$ cat config.mk
export PLATFORM = sky130hd
export DESIGN_NAME = preamble_length_crc16_deframer_core_flat
export DESIGN_NICKNAME = d
export VERILOG_FILES = /design/src/rtl/plcd_pkg.sv /design/src/rtl/plcd_intf.sv /design/src/rtl/plcd_ram.sv /design/src/rtl/plcd_parse.sv /design/src/rtl/plcd_replay.sv /design/src/rtl/preamble_length_crc16_deframer_core.sv /design/src/flat_wrapper.sv
export SDC_FILE = /design/constraint.sdc
export NUM_CORES = 1
export LEC_CHECK = 0
export BUFFER_PORTS_ARGS = -buffer_cell sky130_fd_sc_hd__buf_2
export CELL_PAD_IN_SITES_DETAIL_PLACEMENT = 1
export CELL_PAD_IN_SITES_GLOBAL_PLACEMENT = 2
export CORE_MARGIN = 1
export CORE_UTILIZATION = 35
export DETAILED_ROUTE_END_ITERATION = 10
export PLACE_DENSITY_LB_ADDON = 0.1
export SLEW_MARGIN = 15
export SYNTH_ARGS = -nofsm -noshare
export SYNTH_HDL_FRONTEND = slang
export SYNTH_SLANG_ARGS = --single-unit
$ cat constraint.sdc
create_clock -name clk -period 5.1 [get_ports clk]
set_input_delay 0.255 -clock clk [delete_from_list [all_inputs] [get_ports clk]]
set_output_delay 0.255 -clock clk [all_outputs]
set_load 0.01 [all_outputs]
$ cat src/rtl/plcd_pkg.sv
// ----------------------------------------------------------------------------
// plcd_pkg
// Shared types, constants and the CRC-16 byte step for the frame receiver.
// ----------------------------------------------------------------------------
package plcd_pkg;

  localparam int LEN_W   = 8;
  localparam int BYTE_W  = 8;
  localparam int INDEX_W = 6;
  localparam int FLEN_W  = 7;
  localparam int CRC_W   = 16;

  localparam logic [BYTE_W-1:0] SYNC_FIRST  = 8'hA5;
  localparam logic [BYTE_W-1:0] SYNC_SECOND = 8'h5A;
  localparam logic [CRC_W-1:0]  CRC_POLY    = 16'h1021;
  localparam logic [CRC_W-1:0]  CRC_INIT    = 16'hFFFF;

  localparam logic MODE_BYTE     = 1'b0;
  localparam logic MODE_OVERFLOW = 1'b1;

  typedef logic [LEN_W-1:0] len_t;

  typedef struct packed {
    logic start;
    len_t len;
  } replay_cmd_t;

  function automatic logic [CRC_W-1:0] crc_step(input logic [CRC_W-1:0] crc_in,
                                                input logic [BYTE_W-1:0] v);
    logic [CRC_W-1:0] c;
    c = crc_in ^ {v, 8'h00};
    for (int k = 0; k < 8; k++) begin
      if (c[CRC_W-1]) begin
        c = {c[CRC_W-2:0], 1'b0} ^ CRC_POLY;
      end else begin
        c = {c[CRC_W-2:0], 1'b0};
      end
    end
    return c;
  endfunction

endpackage

$ cat src/rtl/plcd_intf.sv
// ----------------------------------------------------------------------------
// plcd_in_if / plcd_out_if
// Valid/ready channels for received bytes and for replayed payload bytes.
// ----------------------------------------------------------------------------
interface plcd_in_if;
  import plcd_pkg::*;

  logic              valid;
  logic              ready;
  logic              mode;
  logic [BYTE_W-1:0] data_byte;

  modport source (output valid, output mode, output data_byte, input ready);
  modport sink (input valid, input mode, input data_byte, output ready);
endinterface

interface plcd_out_if;
  import plcd_pkg::*;

  logic               valid;
  logic               ready;
  logic [BYTE_W-1:0]  payload_byte;
  logic [INDEX_W-1:0] byte_index;
  logic [FLEN_W-1:0]  frame_length;
  logic               last_byte;

  modport source (output valid, output payload_byte, output byte_index,
                  output frame_length, output last_byte, input ready);
  modport sink (input valid, input payload_byte, input byte_index,
                input frame_length, input last_byte, output ready);
endinterface

$ cat src/rtl/plcd_ram.sv
// ----------------------------------------------------------------------------
// plcd_ram
// Generic single-write, single-read RAM with a registered read port.
// ----------------------------------------------------------------------------
module plcd_ram #(
  parameter int WIDTH = 8,
  parameter int DEPTH = 64,
  localparam int AW = (DEPTH > 1) ? $clog2(DEPTH) : 1
) (
  input  logic             clk,
  input  logic             we,
  input  logic [AW-1:0]    waddr,
  input  logic [WIDTH-1:0] wdata,
  input  logic [AW-1:0]    raddr,
  output logic [WIDTH-1:0] rdata
);

  logic [WIDTH-1:0] mem [DEPTH];

  always_ff @(posedge clk) begin
    if (we) begin
      mem[waddr] <= wdata;
    end
    rdata <= mem[raddr];
  end

endmodule

$ cat src/rtl/plcd_parse.sv
// ----------------------------------------------------------------------------
// plcd_parse
// Preamble hunt, length check, CRC-16 accumulation, payload store writes and replay start.
// ----------------------------------------------------------------------------
module plcd_parse #(
  parameter int MAX_PAYLOAD_BYTES = 64,
  localparam int AW = (MAX_PAYLOAD_BYTES > 1) ? $clog2(MAX_PAYLOAD_BYTES) : 1
) (
  input  logic                  clk,
  input  logic                  rst,
  input  logic                  take,
  input  logic                  mode,
  input  logic [7:0]            data_byte,
  output logic                  we,
  output logic [AW-1:0]         waddr,
  output logic [7:0]            wdata,
  output plcd_pkg::replay_cmd_t cmd
);
  import plcd_pkg::*;

  localparam logic [1:0] PH_HUNT0 = 2'd0;
  localparam logic [1:0] PH_HUNT1 = 2'd1;
  localparam logic [1:0] PH_BODY  = 2'd2;

  localparam len_t MAX_LEN = LEN_W'(MAX_PAYLOAD_BYTES);

  logic [1:0]       phase, phase_next;
  len_t             byte_count, byte_count_next;
  len_t             payload_len, payload_len_next;
  logic [CRC_W-1:0] running_crc, running_crc_next;
  logic [7:0]       crc_high_byte, crc_high_byte_next;
  len_t             store_idx;

  assign store_idx = byte_count - len_t'(1);
  assign waddr     = store_idx[AW-1:0];
  assign wdata     = data_byte;

  always_comb begin
    phase_next         = phase;
    byte_count_next    = byte_count;
    payload_len_next   = payload_len;
    running_crc_next   = running_crc;
    crc_high_byte_next = crc_high_byte;
    we                 = 1'b0;
    cmd                = '{start: 1'b0, len: payload_len};
    if (take) begin
      if (mode == MODE_OVERFLOW) begin
        phase_next         = PH_HUNT0;
        byte_count_next    = '0;
        payload_len_next   = '0;
        running_crc_next   = CRC_INIT;
        crc_high_byte_next = '0;
      end else begin
        unique case (phase)
          PH_HUNT1: begin
            if (data_byte == SYNC_SECOND) begin
              phase_next         = PH_BODY;
              byte_count_next    = '0;
              payload_len_next   = '0;
              running_crc_next   = CRC_INIT;
              crc_high_byte_next = '0;
            end else if (data_byte != SYNC_FIRST) begin
              phase_next = PH_HUNT0;
            end
          end
          PH_BODY: begin
            priority if (byte_count == '0) begin
              if (data_byte == '0 || data_byte > MAX_LEN) begin
                phase_next         = PH_HUNT0;
                payload_len_next   = '0;
                running_crc_next   = CRC_INIT;
                crc_high_byte_next = '0;
              end else begin
                payload_len_next = data_byte;
                running_crc_next = crc_step(CRC_INIT, data_byte);
                byte_count_next  = len_t'(1);
              end
            end else if (byte_count <= payload_len) begin
              we               = 1'b1;
              running_crc_next = crc_step(running_crc, data_byte);
              byte_count_next  = byte_count + len_t'(1);
            end else if (byte_count == payload_len + len_t'(1)) begin
              crc_high_byte_next = data_byte;
              byte_count_next    = byte_count + len_t'(1);
            end else begin
              cmd.start          = ({crc_high_byte, data_byte} == running_crc);
              phase_next         = PH_HUNT0;
              byte_count_next    = '0;
              payload_len_next   = '0;
              running_crc_next   = CRC_INIT;
              crc_high_byte_next = '0;
            end
          end
          default: begin
            phase_next = (data_byte == SYNC_FIRST) ? PH_HUNT1 : PH_HUNT0;
          end
        endcase
      end
    end
  end

  always_ff @(posedge clk) begin
    if (rst) begin
      phase         <= PH_HUNT0;
      byte_count    <= '0;
      payload_len   <= '0;
      running_crc   <= CRC_INIT;
      crc_high_byte <= '0;
    end else begin
      phase         <= phase_next;
      byte_count    <= byte_count_next;
      payload_len   <= payload_len_next;
      running_crc   <= running_crc_next;
      crc_high_byte <= crc_high_byte_next;
    end
  end

endmodule

$ cat src/rtl/plcd_replay.sv
// ----------------------------------------------------------------------------
// plcd_replay
// Read back the stored payload of an accepted frame, one byte per transaction.
// ----------------------------------------------------------------------------
module plcd_replay #(
  parameter int MAX_PAYLOAD_BYTES = 64,
  localparam int AW = (MAX_PAYLOAD_BYTES > 1) ? $clog2(MAX_PAYLOAD_BYTES) : 1
) (
  input  logic                  clk,
  input  logic                  rst,
  input  plcd_pkg::replay_cmd_t cmd,
  output logic [AW-1:0]         raddr,
  input  logic [7:0]            rdata,
  output logic                  busy,
  plcd_out_if.source            out_ch
);
  import plcd_pkg::*;

  logic active;
  logic pend;
  len_t rd_idx;
  len_t pend_idx;
  len_t len;
  logic issue;
  logic out_valid;

  assign raddr        = rd_idx[AW-1:0];
  assign busy         = active | pend;
  assign issue        = active & ~pend & (~out_valid | out_ch.ready);
  assign out_ch.valid = out_valid;

  always_ff @(posedge clk) begin
    if (rst) begin
      active    <= 1'b0;
      pend      <= 1'b0;
      out_valid <= 1'b0;
    end else begin
      if (cmd.start) begin
        active <= 1'b1;
        rd_idx <= '0;
        len    <= cmd.len;
      end else if (issue) begin
        rd_idx <= rd_idx + len_t'(1);
        if (rd_idx + len_t'(1) == len) begin
          active <= 1'b0;
        end
      end
      if (issue) begin
        pend     <= 1'b1;
        pend_idx <= rd_idx;
      end else begin
        pend <= 1'b0;
      end
      if (pend) begin
        out_valid           <= 1'b1;
        out_ch.payload_byte <= rdata;
        out_ch.byte_index   <= pend_idx[INDEX_W-1:0];
        out_ch.frame_length <= len[FLEN_W-1:0];
        out_ch.last_byte    <= (pend_idx + len_t'(1) == len);
      end else if (out_ch.ready) begin
        out_valid <= 1'b0;
      end
    end
  end

endmodule

$ cat src/rtl/preamble_length_crc16_deframer_core.sv
// ----------------------------------------------------------------------------
// preamble_length_crc16_deframer_core
// Preamble / length / CRC-16 frame receiver with payload replay.
// ----------------------------------------------------------------------------
//  channel   role    payload
//  in_ch     sink    mode, data_byte
//  out_ch    source  payload_byte, byte_index, frame_length, last_byte
//
//  Received bytes are taken whenever in_ch is ready; the store takes one write per payload byte.
//  On a good CRC the payload is read back from the store into the output register;
//  each read waits until the previous one is captured; in_ch is held off meanwhile.
//  Synchronous reset clears the parser state and the replay control only.
//  out_ch stalls hold the output register; the last byte may wait while in_ch runs.
// ----------------------------------------------------------------------------
module preamble_length_crc16_deframer_core #(
  parameter int MAX_PAYLOAD_BYTES = 64
) (
  input  logic       clk,
  input  logic       rst,
  plcd_in_if.sink    in_ch,
  plcd_out_if.source out_ch
);
  import plcd_pkg::*;

  localparam int AW = (MAX_PAYLOAD_BYTES > 1) ? $clog2(MAX_PAYLOAD_BYTES) : 1;

  logic          take;
  logic          busy;
  logic          we;
  logic [AW-1:0] waddr;
  logic [AW-1:0] raddr;
  logic [7:0]    wdata;
  logic [7:0]    rdata;
  replay_cmd_t   cmd;

  assign in_ch.ready = ~busy;
  assign take        = in_ch.valid & in_ch.ready;

  plcd_parse #(
    .MAX_PAYLOAD_BYTES(MAX_PAYLOAD_BYTES)
  ) u_parse (
    .clk       (clk),
    .rst       (rst),
    .take      (take),
    .mode      (in_ch.mode),
    .data_byte (in_ch.data_byte),
    .we        (we),
    .waddr     (waddr),
    .wdata     (wdata),
    .cmd       (cmd)
  );

  plcd_ram #(
    .WIDTH(BYTE_W),
    .DEPTH(MAX_PAYLOAD_BYTES)
  ) u_store (
    .clk   (clk),
    .we    (we),
    .waddr (waddr),
    .wdata (wdata),
    .raddr (raddr),
    .rdata (rdata)
  );

  plcd_replay #(
    .MAX_PAYLOAD_BYTES(MAX_PAYLOAD_BYTES)
  ) u_replay (
    .clk    (clk),
    .rst    (rst),
    .cmd    (cmd),
    .raddr  (raddr),
    .rdata  (rdata),
    .busy   (busy),
    .out_ch (out_ch)
  );

endmodule
$ cat src/flat_wrapper.sv
// flat-port wrapper written by rule: the top's interface ports become plain ports
module preamble_length_crc16_deframer_core_flat import plcd_pkg::*;
#(
  parameter int MAX_PAYLOAD_BYTES = 64
)
  (clk, rst, in_ch_valid, in_ch_mode, in_ch_data_byte, in_ch_ready, out_ch_valid, out_ch_payload_byte, out_ch_byte_index, out_ch_frame_length, out_ch_last_byte, out_ch_ready);
  plcd_in_if in_ch_i ();
  plcd_out_if out_ch_i ();
  input  logic clk;
  input  logic rst;
  input wire logic [$bits(in_ch_i.valid)-1:0] in_ch_valid;
  input wire logic [$bits(in_ch_i.mode)-1:0] in_ch_mode;
  input wire logic [$bits(in_ch_i.data_byte)-1:0] in_ch_data_byte;
  output wire logic [$bits(in_ch_i.ready)-1:0] in_ch_ready;
  output wire logic [$bits(out_ch_i.valid)-1:0] out_ch_valid;
  output wire logic [$bits(out_ch_i.payload_byte)-1:0] out_ch_payload_byte;
  output wire logic [$bits(out_ch_i.byte_index)-1:0] out_ch_byte_index;
  output wire logic [$bits(out_ch_i.frame_length)-1:0] out_ch_frame_length;
  output wire logic [$bits(out_ch_i.last_byte)-1:0] out_ch_last_byte;
  input wire logic [$bits(out_ch_i.ready)-1:0] out_ch_ready;
  assign in_ch_i.valid = in_ch_valid;
  assign in_ch_i.mode = in_ch_mode;
  assign in_ch_i.data_byte = in_ch_data_byte;
  assign in_ch_ready = in_ch_i.ready;
  assign out_ch_valid = out_ch_i.valid;
  assign out_ch_payload_byte = out_ch_i.payload_byte;
  assign out_ch_byte_index = out_ch_i.byte_index;
  assign out_ch_frame_length = out_ch_i.frame_length;
  assign out_ch_last_byte = out_ch_i.last_byte;
  assign out_ch_i.ready = out_ch_ready;
  preamble_length_crc16_deframer_core #(.MAX_PAYLOAD_BYTES(MAX_PAYLOAD_BYTES)) u_core (.clk(clk), .rst(rst), .in_ch(in_ch_i), .out_ch(out_ch_i));
endmodule
==> results_dict.tcl, run 1 <==
set metrics [dict create \
    synthArstFlopShare 0 \
    die-area_mm2 0.0729 \
    grt_max_degree 92 \
    fin_util 0.409 \
    synth_edf_count 558 \
    cp.arrival_ns 4.30 \
    antenna_found_initial 5 \
    place.gp.congestion 0.767 \
    synth_top_area_share 0.667 \
    ys_ff_latch 611 \
    crit_buf_inv 3 \
    yosysSeqAreaShare 0.709 \
    synthTopCellsByCount "edfxtp_1, mux4_2, nor2_1" \
    required_ns 5.31 \
    critPathKind "register to register" \
    postCtsResizedCells 0 \
    slew_headroom 0.327 \
    design_area_mm2 0.0288 \
    clock_skew_ns 0.0208 \
    final_nets 1488 \
    grt_remaining_overflow 0 \
    fin_tns_setup_ns 0 \
    grt_pass1_vias 13800 \
    track_usage 0.195 \
    avgSynthCellArea_um2 18.2 \
    synthTopCellsByArea "edfxtp_1, mux4_2, dfxtp_1, xnor2_1, nor2_1" \
    routed_wirelength_um 70300 \
    reg2reg_from "u_core.u_parse.byte_count[0]" \
    postCtsSetupBuffers 0 \
    cap_violations 0 \
    crit_start "u_core.u_parse.byte_count[0]" \
    rows 97 \
    postCtsHoldBufs 2 \
    rsz0062_at_grt "no" \
    ys_types 67 \
    place_area_mm2 0.0266 \
    viasPerCell 5.37 \
    post-dp-hpwl_um 45400 \
    fmaxAchievable_ghz 0.244 \
    vias 13200 \
    post-synth-top-area-cell "edfxtp_1" \
    dr.pass1.iters 5 \
    yosys_most_used_dff "edfxtp_1" \
    path_delay_family "simple AND/OR/NAND/NOR gates" \
    drc 0 \
    worst_slew_pin_slew_ns 0.983 \
    whs_ns 0.0993 \
    worstPathCellList "inv_1 -> ha_1 -> nor2b_1 -> nand3_1 -> buf_4 -> nand2b_1 -> nor2_2 -> nand3_1 -> buf_4 -> nor2_1" \
    cts_made_buffers 68 \
    ios 37 \
    area_growth_pct 14.6 \
    yosys_warnings 0 \
    port_buffers 36 \
    cts_tree "built" \
    coreArea_mm2 0.0705 \
    start_util 0.356 \
    synth_cells 1379 \
    post-place-cells 2327 \
    clock_sinks 611 \
    status "complete, no violations" \
    die_x_um 270 \
    min_from "in_ch_data_byte[6]" \
    htree_num_levels 3 \
    endpoint_kind "register" \
    p_leak_nw 8.96 \
    p_per_area_mw_per_mm2 367 \
    drive_gt1_frac 0.233 \
    cts_root_buf "clkbuf_16" \
    hp-class "primary input to register" \
    yosysMostFrequentCell "edfxtp_1" \
    layout_setup_ws_ns 1.01 \
    total_power_mw 10.6 \
    path_max_fanout 11 \
    netlist_area_mm2 0.0251 \
    period_share 0.802 \
    crit_path_max_incr_delay_ns 0.62 \
    setup_viol 0 \
    diodes 0 \
    grt_pass1_wl_um 103000 \
    drv_slew 0 \
    place_ws_ns 1.05 \
    finalCriticalPeriod_ns 4.09 \
    synth_nets 1407 \
    finalNonFillerCells 2449 \
    clock_latency_ns 0.60 \
    path_clk_slew_ns 0.06 \
    die_h_um 270 \
    finalHoldViolations 0 \
    clock_path_buffers 3 \
    start_kind "register" \
    antenna_left 0 \
    max-vdd-ir-drop_mv 0.259 \
    drtIter0Drc 975 \
    wl_per_cell_um 28.7 \
    cp_slowest_cell "nor2_1" \
]
==> where the power goes <==
group          internal (mW)  leakage, nW  switching [mW]  total, mW
clock network           2.93         1.06            1.98       4.91
logic                 0.0468         2.44           0.161      0.208
registers               5.46         5.46         0.00621       5.46
total                   8.44         8.96            2.15       10.6
==> worst register-to-register path: cells and delay by family, from the launching register on <==
family | cells | cell delay [ns]
simple gates | 6 | 2.08
flops | 1 | 0.56
buf+inv | 3 | 0.71
fa+ha+maj | 1 | 0.36
==> cells by family after synthesis <==
logic type               count (synthesis)  share of synthesized area
adder cells (fa/ha/maj)                 15                    0.00747
AO/OA/AOI/OAI                          136                     0.0377
multiplexers                           172                      0.148
buffers and inverters                   99                     0.0165
XOR/XNOR                                81                     0.0282
AND/OR/NAND/NOR                        265                     0.0530
flip-flops                             611                      0.709
==> routing by layer <==
| layer | share of wire | up-vias | routed length [µm] | global-route usage |
|---|---|---|---|---|
| li1 | - | 5711 | - | - |
| met1 | 0.47 | 7075 | 32900 | 0.282 |
| met2 | 0.47 | 264 | 33000 | 0.305 |
| met3 | 0.039 | 101 | 2720 | 0.0296 |
| met4 | 0.024 | 2 | 1680 | 0.0540 |
| met5 | 0.00018 | - | 13 | 0 |
==> layout make-up <==
cell class / instances / area [µm²]
Clock inverter: 33 / 393
Clock buffer: 86 / 1790
Tap cell: 940 / 1180
Multi-Input combinational cell: 669 / 6900
Sequential cell: 611 / 17800
Fill cell: 6785 / 41700
Timing Repair Buffer: 90 / 661
Inverter: 20 / 75.1
==> worst paths after layout <==
kind | endpoint | slack [ns] | depth (start not counted)
setup reg to reg | u_core.u_store.mem[0][2] | 1.01 | 10
hold / removal | u_core.u_parse.payload_len[6] | 0.1 | 3
setup / recovery | u_core.u_store.mem[0][2] | 1.01 | 10
hold reg to reg | u_core.u_replay.out_ch.payload_byte[0] | 0.39 | 0
==> placed cells by master (no fill, tap or decap), types with 6 or more instances in the layout <==
master     Yosys  layout
o22ai_1       18      18
a22o_1        10      10
nand2b_1      16      16
xor2_1        29      29
mux4_2       160     160
dfxtp_1       53      53
nand2_1       31      31
nor4_1         7       7
nand4b_1       6       6
xnor2_1       52      52
clkinv_1       0      15
a211oi_1       8       8
edfxtp_1     558     558
bufinv_16      0       9
buf_4          1      46
nor3_1        12      12
clkbuf_16      0      68
a21oi_1       31      31
o21ai_0       18      18
buf_2         25      36
inv_1         20      20
clkbuf_1      38      16
nand3_1       26      26
o21ai_1       11      11
nor2_1       112     112
and3_1        10      10
nand4_1        7       7
ha_1          15      15
mux2i_1       12      12
==> registers in the layout, indices dropped and copies added (netlist names), 2 cells and up <==
register / count
u_core.u_replay.out_ch.byte_index: 6
u_core.u_replay.rd_idx: 8
u_core.u_parse.running_crc: 16
u_core.u_parse.crc_high_byte: 8
u_core.u_replay.len: 8
u_core.u_parse.phase: 2
u_core.u_store.rdata: 8
u_core.u_replay.pend_idx: 8
u_core.u_replay.out_ch.frame_length: 7
u_core.u_parse.byte_count: 8
u_core.u_store.mem: 512
u_core.u_parse.payload_len: 8
u_core.u_replay.out_ch.payload_byte: 8
Note: power is estimated with default switching activity, not from simulation.
==> run 2, diff against run 1 <==
Settings changed: ABC_AREA from default to 1.
Clock period 5.1 ns to 3.7 ns, I/O delays scaled along.
==> results_dict.tcl, run 2 <==
set metrics [dict create \
    final_common_cell "edfxtp_1" \
    die_x_um 274 \
    post-place-cells 3310 \
    yosysSeqAreaShare 0.686 \
    hp-class "primary input to register" \
    r2r_slack_ns 0.50 \
    post-synth-top-area-cell "edfxtp_1" \
    synth_edf_count 558 \
    routed_wirelength_um 87900 \
    clock_path_buffers 3 \
    post-dp-hpwl_um 57600 \
    dr.pass1.iters 9 \
    postCtsResizedCells 0 \
    fin_tns_setup_ns 0 \
    htree_num_levels 3 \
    synthTopCellsByCount "edfxtp_1, nor2_1, nand2_1" \
    yosys_warnings 0 \
    fmaxAchievable_ghz 0.313 \
    final_nets 2456 \
    antenna_found_initial 3 \
    antenna_left 0 \
    die_h_um 274 \
    grt_pass1_wl_um 130000 \
    p_leak_nw 10.6 \
    ys_ff_latch 611 \
    period_share 0.865 \
    clock_latency_ns 0.63 \
    worst_slew_pin_slew_ns 1.09 \
    max-vdd-ir-drop_mv 0.295 \
    fin_util 0.411 \
    cts_root_buf "clkbuf_16" \
    rr_endpoint "u_core.u_store.mem[62][2]" \
    p_per_area_mw_per_mm2 507 \
    setup_viol 0 \
    rsz0062_at_grt "no" \
    drive_gt1_frac 0.120 \
    endpoint_kind "register" \
    diodes 0 \
    place_ws_ns 0.494 \
    path_clk_slew_ns 0.06 \
    largestRegisters "u_core.u_store.mem: 512 flops, u_core.u_parse.running_crc: 16 flops" \
    status "complete, but fails checks" \
    reg2reg_from "u_core.u_parse.payload_len[3]" \
    r2r_cells 14 \
    synthArstFlopShare 0 \
    netlist_area_mm2 0.0260 \
    synth_top_area_share 0.645 \
    critPathKind "register to register" \
    die-area_mm2 0.0753 \
    crit_start "u_core.u_parse.payload_len[3]" \
    clock_skew_ns 0.0346 \
    ys_types 41 \
    area_growth_pct 15.8 \
    grt_max_degree 139 \
    whs_ns 0.0204 \
    viasPerCell 5.32 \
    yosysMostFrequentCell "edfxtp_1" \
    finalCriticalPeriod_ns 3.20 \
    final_cell_mix "edfxtp_1, nor2_1, nand2_1" \
    drv_slew 0 \
    grt_remaining_overflow 0 \
    largest_reg_flops 512 \
    cts_made_buffers 71 \
    coreArea_mm2 0.0732 \
    vias 18300 \
    start_kind "register" \
    wl_per_cell_um 25.5 \
    drtIter0Drc 1418 \
    track_usage 0.236 \
    cts_tree "built" \
    violations "design-rule violations" \
    synthTopCellsByArea "edfxtp_1, nor2_1, o21ai_0, nand2_1, dfxtp_1" \
    synth_nets 2362 \
    start_util 0.355 \
    critPathCapture "u_core.u_store.mem[62][2]" \
    path_max_fanout 8 \
    clock_sinks 611 \
    slew_headroom 0.272 \
    cp.arrival_ns 3.45 \
    grt_pass1_vias 19200 \
    synth_cells 2334 \
    cap_violations 0 \
    finalNonFillerCells 3443 \
    rows 99 \
    port_buffers 36 \
    place.gp.congestion 0.827 \
    required_ns 3.95 \
    layout_setup_ws_ns 0.501 \
    regMostFlops "u_core.u_store.mem" \
    avgSynthCellArea_um2 11.1 \
    drc 2 \
    finalHoldViolations 0 \
    yosys_most_used_dff "edfxtp_1" \
    ios 37 \
]
[run 2: changes by cell type after synthesis, sizes merged, moves of 34 or more]
cell / before / now
nand3: 27 / 93
o21ai: 29 / 340
nor2: 113 / 430
o22ai: 18 / 132
nand2: 31 / 328
mux4: 160 / 0
inv: 20 / 90
xnor2: 52 / 18
clkbuf: 39 / 88
[run 2: cell families (layout without fill, tap and decap cells)]
kind of cell | Yosys count | after routing | share of synthesized area
AND/OR/NAND/NOR | 891 | 891 | 0.141
XOR/XNOR | 58 | 58 | 0.0196
AO/OA/AOI/OAI | 536 | 536 | 0.111
flip-flops | 611 | 611 | 0.686
adder cells (fa/ha/maj) | 15 | 15 | 0.00723
buffers and inverters | 223 | 373 | 0.0351
[run 2: cell type report]
cell class | instances | area (µm²)
fillers | 7854 | 43100
flip-flops and latches | 611 | 17800
multi-input cells | 1500 | 7250
clock buffers | 87 | 1890
well taps | 959 | 1200
repair buffers | 151 | 1090
clock inverters | 42 | 464
inverters | 93 | 358
[run 2: per-stage QoR]
step | area [µm²] | power [mW]
2_1_floorplan | 26000 | 7.94
3_3_place_gp | 27700 | 8.21
3_5_place_dp | 27700 | 8.21
4_1_cts | 30100 | 15.4
5_1_grt | 30100 | 15.7
6_report | 30100 | 15.2
[run 2: worst min-delay path by stage]
stage	startpoint	end	cells after the start
3_5_place_dp	u_core.u_store.rdata[2]	u_core.u_replay.out_ch.payload_byte[2]	0
2_1_floorplan	in_ch_data_byte[0]	u_core.u_store.mem[0][0]	0
3_3_place_gp	u_core.u_store.rdata[6]	u_core.u_replay.out_ch.payload_byte[6]	0
4_1_cts	in_ch_data_byte[0]	u_core.u_store.mem[39][0]	1
6_report	in_ch_data_byte[0]	u_core.u_store.mem[39][0]	1
5_1_grt	in_ch_data_byte[0]	u_core.u_store.mem[39][0]	1
[run 2: timing repair]
item                                   CTS  global route
endpoints found under the hold margin    5             0
buffers inserted                         0             0
hold buffers                             4             0
[run 2: power by group]
group          switching (mW)  leakage [nW]  total, mW  internal [mW]
Sequential             0.0288          5.46       7.57           7.54
Combinational           0.371          3.99      0.492          0.121
Clock                    2.95          1.16       7.17           4.22
[run 2: worst max-delay path, stage by stage, from the launching register on]
cell and delay [ns]:
dfxtp_1 0.47, inv_2 0.08, ha_1 0.30, a21oi_1 0.16
nand2_1 0.08, nand2_1 0.06, nand2_1 0.06, nand2_1 0.09
nand2_1 0.10, inv_2 0.12, nand2_1 0.10, nor2_1 0.24
nand3_1 0.11, buf_4 0.25, nor2_1 0.57
[run 2: per-layer routing]
layer | GRT usage | vias to the layer above | share of wire
met4 | 0.0620 | 0 | 0.019
li1 | - | 8470 | -
met1 | 0.328 | 9361 | 0.46
met5 | 0 | - | 0
met3 | 0.0278 | 90 | 0.045
met2 | 0.391 | 408 | 0.48
